<file path="src/rtl/rgb_to_hsv_convert_unit_defines.svh">
// Assertion macros shared by the RGB to HSV conversion RTL.
`ifndef RGB_TO_HSV_CONVERT_UNIT_DEFINES_SVH
`define RGB_TO_HSV_CONVERT_UNIT_DEFINES_SVH
`ifndef SYNTHESIS
// Clocked check, off while reset is asserted.
`define RHSV_ASSERT(lbl, clk, rst_n, prop, msg) \
    lbl: assert property (@(posedge clk) disable iff (!rst_n) prop) else $error(msg);
// Clocked check that also runs during reset.
`define RHSV_ASSERT_NR(lbl, clk, prop, msg) \
    lbl: assert property (@(posedge clk) prop) else $error(msg);
`else
`define RHSV_ASSERT(lbl, clk, rst_n, prop, msg)
`define RHSV_ASSERT_NR(lbl, clk, prop, msg)
`endif
`endif

</file>
<file path="src/rtl/rhsv_pkg.sv">
// Shared constants and types for the RGB to HSV conversion unit.
package rhsv_pkg;

    localparam int HUE_FRAC_BITS = 6;
    localparam int HUE_W         = 15;
    localparam int CH_W          = 8;
    localparam logic [CH_W-1:0] CH_MAX = 8'hFF;

    // Divider lanes
    localparam int LANES    = 2;
    localparam int LANE_HUE = 0;
    localparam int LANE_SAT = 1;

    // Hue sector codes
    localparam logic [1:0] SEC_RED   = 2'd0;
    localparam logic [1:0] SEC_GREEN = 2'd1;
    localparam logic [1:0] SEC_BLUE  = 2'd2;

    // Fields that ride along with a word through the divider
    typedef struct packed {
        logic            neg;
        logic [1:0]      sec;
        logic [CH_W-1:0] value;
        logic [CH_W-1:0] alpha;
    } t_side;

endpackage

</file>
<file path="src/rtl/rgb_to_hsv_convert_unit.sv">
// Top level of the streaming RGB to HSV conversion unit.
// Converts one packed RGBA word per clock into hue, saturation, value and
// alpha. Throughput is one word per cycle when the output side is ready.
// The registered stages are stage 1, stage 2, Q divider stages and the
// output stage, where Q is the larger of 8 and the bit width of
// 60 * 2^HUE_FRAC_BITS (Q = 12 at the default of 6). The divider resolves
// one quotient bit per stage for hue and saturation side by side. Stalls from
// the output side back up stage by stage, and empty stages keep filling
// while a result waits. Hue is degrees times 2^HUE_FRAC_BITS, low 15 bits.
`include "rgb_to_hsv_convert_unit_defines.svh"

module rgb_to_hsv_convert_unit #(
    parameter int HUE_FRAC_BITS = rhsv_pkg::HUE_FRAC_BITS
) (
    input  logic        i_clk,
    input  logic        i_rst_n,
    input  logic        i_s_axis_tvalid,
    output logic        o_s_axis_tready,
    input  logic [31:0] i_s_axis_tdata,   // packed_color[31:0]
    output logic        o_m_axis_tvalid,
    input  logic        i_m_axis_tready,
    output logic [39:0] o_m_axis_tdata    // hue[14:0], saturation[22:15],
                                          // brightness[30:23], opacity[38:31]
);

    localparam int CH_W       = rhsv_pkg::CH_W;
    localparam int UNIT       = 1 << HUE_FRAC_BITS;
    localparam int SCALE      = 60 * UNIT;
    localparam int QUO_H_W    = $clog2(SCALE + 1);
    localparam int QUO_W      = (QUO_H_W > CH_W) ? QUO_H_W : CH_W;
    localparam int NUM_H_W    = $clog2(255 * SCALE + 1);
    localparam int NUM_W      = (NUM_H_W > 2 * CH_W) ? NUM_H_W : 2 * CH_W;
    localparam int HUE_INT_W  = $clog2(360 * UNIT);
    localparam int HUE_CALC_W = (HUE_INT_W > rhsv_pkg::HUE_W) ? HUE_INT_W : rhsv_pkg::HUE_W;

    localparam logic [HUE_INT_W-1:0] OFF_GREEN = HUE_INT_W'(120 * UNIT);
    localparam logic [HUE_INT_W-1:0] OFF_BLUE  = HUE_INT_W'(240 * UNIT);
    localparam logic [HUE_INT_W-1:0] FULL_TURN = HUE_INT_W'(360 * UNIT);

    // ---------------- stage 1: max, min, sector, difference ----------------
    logic [CH_W-1:0] red, green, blue;
    logic [CH_W-1:0] mx, mn, mag;
    logic [1:0]      sec;
    logic            neg;

    assign red   = i_s_axis_tdata[31:24];
    assign green = i_s_axis_tdata[23:16];
    assign blue  = i_s_axis_tdata[15:8];

    always_comb begin
        mx = red;
        mn = red;
        if (green > mx) mx = green;
        if (blue > mx)  mx = blue;
        if (green < mn) mn = green;
        if (blue < mn)  mn = blue;
        if (mx == red) begin
            sec = rhsv_pkg::SEC_RED;
            neg = green < blue;
            mag = neg ? blue - green : green - blue;
        end else if (mx == green) begin
            sec = rhsv_pkg::SEC_GREEN;
            neg = blue < red;
            mag = neg ? red - blue : blue - red;
        end else begin
            sec = rhsv_pkg::SEC_BLUE;
            neg = red < green;
            mag = neg ? green - red : red - green;
        end
    end

    logic            r1_vld;
    logic [CH_W-1:0] r1_mag, r1_delta, r1_max, r1_alpha;
    logic [1:0]      r1_sec;
    logic            r1_neg;
    logic            e1, e2, div_rdy, div_vld, rdy_out;

    assign e1 = !r1_vld || e2;
    assign o_s_axis_tready = e1;

    always_ff @(posedge i_clk) begin
        if (!i_rst_n) begin
            r1_vld <= 1'b0;
        end else if (e1) begin
            r1_vld <= i_s_axis_tvalid;
        end
    end

    always_ff @(posedge i_clk) begin
        if (e1) begin
            r1_mag   <= mag;
            r1_delta <= mx - mn;
            r1_max   <= mx;
            r1_alpha <= i_s_axis_tdata[7:0];
            r1_sec   <= sec;
            r1_neg   <= neg;
        end
    end

    // ---------------- stage 2: numerators and divisors ----------------
    logic             r2_vld;
    logic [NUM_W-1:0] r2_num [rhsv_pkg::LANES];
    logic [CH_W-1:0]  r2_den [rhsv_pkg::LANES];
    rhsv_pkg::t_side  r2_side;

    assign e2 = !r2_vld || div_rdy;

    always_ff @(posedge i_clk) begin
        if (!i_rst_n) begin
            r2_vld <= 1'b0;
        end else if (e2) begin
            r2_vld <= r1_vld;
        end
    end

    // Zero divisors only occur with zero numerators; divide by one instead.
    always_ff @(posedge i_clk) begin
        if (e2) begin
            r2_num[rhsv_pkg::LANE_HUE] <= NUM_W'(r1_mag) * NUM_W'(SCALE);
            r2_num[rhsv_pkg::LANE_SAT] <= NUM_W'(r1_delta) * NUM_W'(rhsv_pkg::CH_MAX);
            r2_den[rhsv_pkg::LANE_HUE] <= (r1_delta == '0) ? CH_W'(1) : r1_delta;
            r2_den[rhsv_pkg::LANE_SAT] <= (r1_max == '0) ? CH_W'(1) : r1_max;
            r2_side.neg   <= r1_neg;
            r2_side.sec   <= r1_sec;
            r2_side.value <= r1_max;
            r2_side.alpha <= r1_alpha;
        end
    end

    // ---------------- divider ----------------
    logic [QUO_W-1:0] div_quo [rhsv_pkg::LANES];
    rhsv_pkg::t_side  div_side;

    rhsv_div_pipe #(
        .NUM_W (NUM_W),
        .DEN_W (CH_W),
        .QUO_W (QUO_W)
    ) u_div (
        .i_clk   (i_clk),
        .i_rst_n (i_rst_n),
        .i_valid (r2_vld),
        .o_ready (div_rdy),
        .i_num   (r2_num),
        .i_den   (r2_den),
        .i_side  (r2_side),
        .o_valid (div_vld),
        .i_ready (rdy_out),
        .o_quo   (div_quo),
        .o_side  (div_side)
    );

    // ---------------- output stage: sign, offset, wrap ----------------
    logic [HUE_INT_W-1:0]  q_hue, base, n_hue;
    logic                  r_o_vld;
    logic [HUE_CALC_W-1:0] r_hue;
    logic [CH_W-1:0]       r_sat, r_val, r_alpha;

    assign q_hue = HUE_INT_W'(div_quo[rhsv_pkg::LANE_HUE]);

    // A negative red-sector hue wraps by one full turn.
    always_comb begin
        case (div_side.sec)
            rhsv_pkg::SEC_RED:   base = (div_side.neg && q_hue != '0) ? FULL_TURN : '0;
            rhsv_pkg::SEC_GREEN: base = OFF_GREEN;
            rhsv_pkg::SEC_BLUE:  base = OFF_BLUE;
            default:             base = '0;
        endcase
        n_hue = div_side.neg ? base - q_hue : base + q_hue;
    end

    assign rdy_out = !r_o_vld || i_m_axis_tready;

    always_ff @(posedge i_clk) begin
        if (!i_rst_n) begin
            r_o_vld <= 1'b0;
        end else if (rdy_out) begin
            r_o_vld <= div_vld;
        end
    end

    always_ff @(posedge i_clk) begin
        if (rdy_out) begin
            r_hue   <= HUE_CALC_W'(n_hue);
            r_sat   <= div_quo[rhsv_pkg::LANE_SAT][CH_W-1:0];
            r_val   <= div_side.value;
            r_alpha <= div_side.alpha;
        end
    end

    assign o_m_axis_tvalid = r_o_vld;
    assign o_m_axis_tdata  = {1'b0, r_alpha, r_val, r_sat, r_hue[rhsv_pkg::HUE_W-1:0]};

    `RHSV_ASSERT_NR(a_reset_empty, i_clk, !i_rst_n |=> !o_m_axis_tvalid, "output valid right after reset")
    `RHSV_ASSERT(a_hue_range, i_clk, i_rst_n, r_o_vld |-> (r_hue < HUE_CALC_W'(FULL_TURN)), "hue at or above a full turn")
    `RHSV_ASSERT(a_black_zero, i_clk, i_rst_n, (r_o_vld && r_val == '0) |-> (r_sat == '0 && r_hue == '0), "black word with nonzero hue or saturation")
    `RHSV_ASSERT(a_grey_hue, i_clk, i_rst_n, (r_o_vld && r_sat == '0) |-> (r_hue == '0), "grey word with nonzero hue")

endmodule

</file>
<file path="src/rtl/rhsv_div_pipe.sv">
// Pipelined restoring divider, one quotient bit per stage, two lanes in lockstep.
`include "rgb_to_hsv_convert_unit_defines.svh"

module rhsv_div_pipe #(
    parameter int NUM_W = 20,
    parameter int DEN_W = 8,
    parameter int QUO_W = 12
) (
    input  logic                 i_clk,
    input  logic                 i_rst_n,
    input  logic                 i_valid,
    output logic                 o_ready,
    input  logic [NUM_W-1:0]     i_num [rhsv_pkg::LANES],
    input  logic [DEN_W-1:0]     i_den [rhsv_pkg::LANES],
    input  rhsv_pkg::t_side      i_side,
    output logic                 o_valid,
    input  logic                 i_ready,
    output logic [QUO_W-1:0]     o_quo [rhsv_pkg::LANES],
    output rhsv_pkg::t_side      o_side
);

    localparam int CMP_W = (NUM_W > DEN_W + QUO_W) ? NUM_W : DEN_W + QUO_W;

    logic [NUM_W-1:0]  s_rem  [QUO_W][rhsv_pkg::LANES];
    logic [QUO_W-1:0]  s_quo  [QUO_W][rhsv_pkg::LANES];
    logic [DEN_W-1:0]  s_den  [QUO_W][rhsv_pkg::LANES];
    rhsv_pkg::t_side   s_side [QUO_W];
    logic [QUO_W-1:0]  s_vld;
    logic [QUO_W:0]    stg_rdy;

    assign stg_rdy[QUO_W] = i_ready;

    for (genvar j = 0; j < QUO_W; j++) begin : g_stage
        localparam int SH = QUO_W - 1 - j;

        logic [NUM_W-1:0] src_rem [rhsv_pkg::LANES];
        logic [QUO_W-1:0] src_quo [rhsv_pkg::LANES];
        logic [DEN_W-1:0] src_den [rhsv_pkg::LANES];
        rhsv_pkg::t_side  src_side;
        logic             src_vld;
        logic [NUM_W-1:0] n_rem   [rhsv_pkg::LANES];
        logic [QUO_W-1:0] n_quo   [rhsv_pkg::LANES];
        logic [NUM_W-1:0] r_rem   [rhsv_pkg::LANES];
        logic [QUO_W-1:0] r_quo   [rhsv_pkg::LANES];
        logic [DEN_W-1:0] r_den   [rhsv_pkg::LANES];
        rhsv_pkg::t_side  r_side;
        logic             r_vld;

        if (j == 0) begin : g_first
            always_comb begin
                for (int l = 0; l < rhsv_pkg::LANES; l++) begin
                    src_rem[l] = i_num[l];
                    src_quo[l] = '0;
                    src_den[l] = i_den[l];
                end
            end
            assign src_side = i_side;
            assign src_vld  = i_valid;
        end else begin : g_next
            always_comb begin
                for (int l = 0; l < rhsv_pkg::LANES; l++) begin
                    src_rem[l] = s_rem[j-1][l];
                    src_quo[l] = s_quo[j-1][l];
                    src_den[l] = s_den[j-1][l];
                end
            end
            assign src_side = s_side[j-1];
            assign src_vld  = s_vld[j-1];
        end

        // Try to take the shifted divisor out of the partial remainder.
        always_comb begin
            logic [CMP_W-1:0] trial;
            logic [CMP_W-1:0] rem_ext;
            for (int l = 0; l < rhsv_pkg::LANES; l++) begin
                trial   = CMP_W'(src_den[l]) << SH;
                rem_ext = CMP_W'(src_rem[l]);
                if (rem_ext >= trial) begin
                    n_rem[l] = NUM_W'(rem_ext - trial);
                    n_quo[l] = src_quo[l] | (QUO_W'(1) << SH);
                end else begin
                    n_rem[l] = src_rem[l];
                    n_quo[l] = src_quo[l];
                end
            end
        end

        assign stg_rdy[j] = !r_vld || stg_rdy[j+1];

        always_ff @(posedge i_clk) begin
            if (!i_rst_n) begin
                r_vld <= 1'b0;
            end else if (stg_rdy[j]) begin
                r_vld <= src_vld;
            end
        end

        always_ff @(posedge i_clk) begin
            if (stg_rdy[j]) begin
                r_rem  <= n_rem;
                r_quo  <= n_quo;
                r_den  <= src_den;
                r_side <= src_side;
            end
        end

        assign s_rem[j]  = r_rem;
        assign s_quo[j]  = r_quo;
        assign s_den[j]  = r_den;
        assign s_side[j] = r_side;
        assign s_vld[j]  = r_vld;
    end

    assign o_ready = stg_rdy[0];
    assign o_valid = s_vld[QUO_W-1];
    assign o_quo   = s_quo[QUO_W-1];
    assign o_side  = s_side[QUO_W-1];

    `RHSV_ASSERT(a_entry_fills, i_clk, i_rst_n, (i_valid && o_ready) |=> s_vld[0], "accepted word missing from first stage")
    `RHSV_ASSERT(a_den_nonzero, i_clk, i_rst_n, s_vld[0] |-> (s_den[0][rhsv_pkg::LANE_HUE] != '0 && s_den[0][rhsv_pkg::LANE_SAT] != '0), "zero divisor in divider")
    `RHSV_ASSERT(a_rem_bound, i_clk, i_rst_n, o_valid |-> (s_rem[QUO_W-1][rhsv_pkg::LANE_HUE] < NUM_W'(s_den[QUO_W-1][rhsv_pkg::LANE_HUE]) && s_rem[QUO_W-1][rhsv_pkg::LANE_SAT] < NUM_W'(s_den[QUO_W-1][rhsv_pkg::LANE_SAT])), "final remainder not below divisor")

endmodule
</file>
<file path="config.mk">
export PLATFORM = sky130hd
export DESIGN_NAME = rgb_to_hsv_convert_unit
export DESIGN_NICKNAME = d
export VERILOG_FILES = /design/src/rtl/rhsv_pkg.sv /design/src/rtl/rgb_to_hsv_convert_unit.sv /design/src/rtl/rhsv_div_pipe.sv
export VERILOG_INCLUDE_DIRS = /design/src /design/src/rtl
export SDC_FILE = /design/constraint.sdc
export NUM_CORES = 2
export LEC_CHECK = 0
export BUFFER_PORTS_ARGS = -buffer_cell sky130_fd_sc_hd__buf_2
export CAP_MARGIN = 20
export CORE_MARGIN = 2
export CORE_UTILIZATION = 57
export DETAILED_ROUTE_END_ITERATION = 12
export PLACE_DENSITY = 0.78
export SLEW_MARGIN = 20
export SYNTH_ARGS = -nofsm -noshare
export SYNTH_HDL_FRONTEND = slang
export SYNTH_SLANG_ARGS = --single-unit
</file>
<file path="constraint.sdc">
create_clock -name i_clk -period 7.4 [get_ports i_clk]
set_input_delay 2.22 -clock i_clk [delete_from_list [all_inputs] [get_ports i_clk]]
set_output_delay 2.22 -clock i_clk [all_outputs]
set_load 0.1 [all_outputs]
</file>
### Yosys cells after proc, flatten, opt, wreduce, memory -nomap -nowiden

Cells that the tools add are included.
W data, S select, Z words.

* flip-flop bits (word level): 1239
* logic and storage cells: 311

* add/sub/neg operators: 31
* multiply operators: 2
* order comparisons: 31
* eq/ne operators: 4
* multiplexer cells: 38
* reduce and logical (&&, ||, !) cells: 35

Operators by type and width (number)
* $mux W20: 21
* $mux W8: 9
* $sub A8 B8 Y8: 7
* $pmux W15 S3: 1
* $ge A20 B10 Y1: 2
* $ge A20 B11 Y1: 2
* $ge A20 B12 Y1: 2
* $ge A20 B13 Y1: 2
* $ge A20 B14 Y1: 2
* $ge A20 B15 Y1: 2
* $ge A20 B16 Y1: 2
* $ge A20 B17 Y1: 2
* $ge A20 B18 Y1: 2
* $ge A20 B8 Y1: 2
* $ge A20 B9 Y1: 2
* $lt A8 B8 Y1: 5
* $sub A20 B10 Y20: 2
* $sub A20 B11 Y20: 2
* $sub A20 B12 Y20: 2
* $sub A20 B13 Y20: 2
* $sub A20 B14 Y20: 2
* $sub A20 B15 Y20: 2
* $sub A20 B16 Y20: 2
* $sub A20 B17 Y20: 2
* other kinds (25): 60

### Depth between registers and ports, before layout

* depth after elaboration: 16
* depth in mapped cells: 25
* mapped depth without buffers: 24

### Modules after synthesis

A second synthesis with hierarchy kept.

* cells, all modules: 4111
* area total of the unflattened synthesis: 55355.6 um^2

Modules (own cells, without submodules)
* rhsv_div_pipe: times used 1, cells an instance 3095, area each 44295.0 um^2, seq. area each 30269.0 um^2
* rgb_to_hsv_convert_unit: times used 1, cells an instance 1016, area each 11060.6 um^2, seq. area each 4174.0 um^2

### Worst setup path before layout

Ideal clock, no wire load.

* path kind: input -> output
* from: input i_m_axis_tready
* to: output o_s_axis_tready
* arrival: 5.941 ns
* data required time: 5.180 ns
* setup slack: -0.761 ns
* stages on the path: 10
* cell sequence: nor2b_1 > and2_1 > inv_1 > nor2_1 > and2_1 > and3_1 > and2_1 > and3_1 > and3_1 > nand3_1

* cells in the longest elaborated chain, start to end: 15

RTL lines
* start, declared: line rgb_to_hsv_convert_unit.sv:21 `input logic i_m_axis_tready,`
* $logic_or A1 B1 Y1: line rgb_to_hsv_convert_unit.sv:171 `assign rdy_out = !r_o_vld || i_m_axis_tready;`
* $logic_or A1 B1 Y1: line rhsv_div_pipe.sv:88 `assign stg_rdy[j] = !r_vld || stg_rdy[j+1];`
* net u_div.stg_rdy[11]: line rhsv_div_pipe.sv:29 `logic [QUO_W:0] stg_rdy;`
* $logic_or A1 B1 Y1 (11 in series): line rhsv_div_pipe.sv:88
* $logic_or A1 B1 Y1: line rgb_to_hsv_convert_unit.sv:106 `assign e2 = !r2_vld || div_rdy;`
* $logic_or A1 B1 Y1: line rgb_to_hsv_convert_unit.sv:78 `assign e1 = !r1_vld || e2;`
* end, declared: line rgb_to_hsv_convert_unit.sv:18 `output logic o_s_axis_tready,`

The timed path passes the listed nets, and every way through them passes these cells.

### Worst setup path after layout

Same ends and word-level chain as after synthesis.

==> results.ini <==
[clocking]
h-tree-depth = 3
clock_latency_ps = 650
numCtsBuffers = 98
clkTransAtPathRegs_ps = 60
clock_sinks = 1050
clk_path_buf_depth = 3
cts_tree = done
clock-root-buffer = clkbuf_16

[sta]
grt_setup_unrepaired = no
maxSlewViolCount = 0
fmax_mhz = 139
skew_ps = 25.9
post-route-min-period_ps = 7190
slew_headroom_pct = 29.1
setup_viol = 0
timing_hold_violations_final = 0
fin_hold_ws_ps = 397
fin_tns_setup_ps = 0
min_period_over_period_pct = 97.1
tightest_slew_ps = 1060

[worst_setup_path]
cp.buffers_inverters = 3
critPathMaxFanout = 5
worstPathRequired_ps = 5180
slowest_delay_ps = 360
critPathArrivalTime_ps = 4970
cp.depth = 12
startpoint_type = input pin
path_class = input pin to primary output
cpMaxStageDelayCell = and3_1
cp-end-kind = primary output
critical_path.cell_chain = buf_2 -> nor2b_1 -> and2_2 -> inv_2 -> nor2_1 -> and2_1 -> and3_1 -> and2_1 -> and3_1 -> and3_1 -> nand3_4 -> buf_2
critPathTopFamily = simple AND/OR/NAND/NOR gates
rr_worst_depth = 17
reg2reg_to = r2_num[15]$_DFFE_PP_
reg2reg_slack_ps = 2300
r2r-start = r1_delta[0]$_DFFE_PP_
crit_top_cell = and3_1

[hold_path]
holdPathStages = 0
whs_endpoint = u_div.g_stage[10].src_quo[15]$_DFFE_PP_
min-delay-start = u_div.g_stage[8].r_quo[15]$_SDFFCE_PN1P_
hp-class = flop to flop

[final_layout]
fin_area_sq_mm = 0.0558
areaGrowthSynthToFinish_pct = 11.0
antenna_cells = 0
fin_cells = 5201
fin_nets = 4386
final_common_cell = edfxtp_1
drive_gt1_share_pct = 9.37
most-common-layout-cells = 1,035 x edfxtp_1, 402 x inv_1, 315 x ha_1

[synth]
netlist.area_leader.share_pct = 61.9
synthDistinctLibCells = 86
async_reset_ff_share_pct = 0
synth_edf_count = 1035
syn_avg_cell_area_sq_um = 13.4
synth_cells = 3762
ys_ff_latch = 1050
synth_largest_area_cell = edfxtp_1
synthFlopType = edfxtp_1
ys_seq_area_share_pct = 62.5
syn-cell-area_sq_mm = 0.0502
synth.net_count = 4184
ys_warn_count = 0
synth_top_cells_by_area = edfxtp_1 62%, ha_1 7.8%, inv_1 3.1%, xnor2_1 2.9%, fa_1 2.8%

[placed_design]
dpl.cell_count = 5018
dpl_cell_area_sq_mm = 0.0525
numPortBuffers = 76
gp_congestion = 0.942
place_hpwl_um = 61600

[grt]
grt_max_degree = 69
gr-usage-all-layers_pct = 19.4
antenna_found_initial = 0
grt_pass1_vias = 29300
grt_pass1_wl_um = 142000
grt_overflow = 0

[route]
drt_pass1_iterations = 7
vias = 28300
routedWlPerCell_um = 16.5
remaining_drc_errors = 0
viasPerCell = 5.44
routed_wl_um = 86100
drtIter0Drc = 1320
drtAntennaViolNets = 0

[floorplan]
ios = 78
die_y_um = 301
die_width_um = 301
row_count = 108
core_area_sq_mm = 0.0870
start_util_pct = 57.7
dieArea_sq_mm = 0.0905

[job]
maxCapViolations = 0

[run_status]
status = finished clean

-- kinds of logic (layout without fill, tap and decap cells) --
kind of cell    after synthesis  count (layout)  share of synthesized area, %
flops                      1050            1050                          62.5
simple gates                854             854                          8.76
compound gates              646             646                          7.95
buf+inv                     464             748                          3.51
fa+ha+maj                   387             387                          10.7
xor+xnor                    287             287                          5.05
mux                          73              73                          1.56
other cells                   1               1                       0.00746
-- worst register-to-register path, cell delays in order (launching register included) --
cell,delay (ps)
edfxtp_1,550
fa_1,660
inv_1,80
fa_1,500
inv_1,50
fa_1,500
fa_1,490
ha_1,330
a21boi_0,150
o21ai_0,230
a21boi_0,150
o21ai_0,230
a21boi_0,150
o21ai_0,170
nand2b_1,110
a21o_1,180
a21oi_1,180
xnor2_1,130
-- cell usage after synthesis, types with 5 or more instances --
library cell,instances
nor3_1,52
o21bai_1,14
and3_1,11
a21o_1,99
nand2_1,171
ha_1,315
nor4_1,51
nand4_1,36
fa_1,71
nand3_1,40
o21ai_1,6
o21a_1,27
a21oi_1,209
or2_2,8
or4b_2,6
edfxtp_1,1035
xnor2_1,168
mux2_2,24
xor2_1,116
clkbuf_1,46
o31ai_1,27
and4_1,5
nand2b_1,83
nor2b_1,63
a31oi_1,10
or4_1,15
o211ai_1,9
or3_1,24
a2111oi_0,5
a211oi_1,13
inv_1,411
mux2i_1,42
nor2_1,223
a21boi_0,19
o21ai_0,162
dfxtp_1,15
and2_1,35
-- metal layers --
layer	track usage (%)	part of all wire [%]	routed length [um]
met4	8.55	4.1	3550
met1	20.9	38	33000
met3	2.62	3.3	2840
met5	0	0	0
met2	37.5	54	46700
-- area by class of cell --
| class | count | area [sq um] |
|---|---|---|
| Sequential cell | 1050 | 31400 |
| Fill cell | 6124 | 31300 |
| Multi-Input combinational cell | 2248 | 17200 |
| Clock buffer | 115 | 2540 |
| Inverter | 411 | 1550 |
| Tap cell | 1155 | 1450 |
| Timing Repair Buffer | 155 | 983 |
| Clock inverter | 67 | 726 |
-- registers in the layout, summed over array words and instances, names as in the netlist, 8 cells and up --
| signal | count |
|---|---|
| u_div.g_stage.src_rem | 18 |
| u_div.g_stage.r_den | 160 |
| u_div.g_stage.r_rem | 142 |
| u_div.o_side | 19 |
| u_div.g_stage.src_side | 19 |
| r2_num | 28 |
| u_div.g_stage.r_side | 190 |
| u_div.g_stage.r_quo | 78 |
| u_div.o_quo | 20 |
| r1_alpha | 8 |
| r_val | 8 |
| r1_max | 8 |
| r_alpha | 8 |
| u_div.g_stage.$20.rem_ext | 220 |
| r_sat | 8 |
| u_div.g_stage.$20.trial | 8 |
| u_div.g_stage.src_quo | 16 |
| u_div.g_stage.r_vld | 10 |
| r1_mag | 8 |
| r2_den | 16 |
| u_div.g_stage.src_den | 8 |
| r1_delta | 8 |
| r_hue | 15 |
| r2_side | 19 |
-- worst max-delay path by stage --
stage	start	to	slack, ps
floorplan	i_m_axis_tready	o_s_axis_tready	150
global placement	i_s_axis_tdata[16]	r1_mag[0]$_DFFE_PP_	120
detailed placement	i_s_axis_tdata[16]	r1_delta[6]$_DFFE_PP_	80
CTS	i_m_axis_tready	o_s_axis_tready	70
global route	i_m_axis_tready	o_s_axis_tready	6
finish	i_m_axis_tready	o_s_axis_tready	210
-- per-stage QoR --
| step | utilization (%) | worst slack [ps] |
|---|---|---|
| after global routing | 64.1 | 5.94 |
| after detailed placement | 60.3 | 82.3 |
| final | 64.1 | 212 |
| after global placement | 60.3 | 115 |
| after floorplan | - | 154 |
| after CTS | 64.1 | 68.3 |
-- timing repair --
| item | in CTS | in global routing |
|---|---|---|
| setup endpoints to repair | 0 | 1 |
| resized for setup | 0 | 1 |
| buffers inserted | 0 | 0 |
| hold buffers | 0 | 0 |
Power is left out: the tool's default activity adds up to more than one toggle a clock period on the data nets, which glitch-free logic cannot reach.
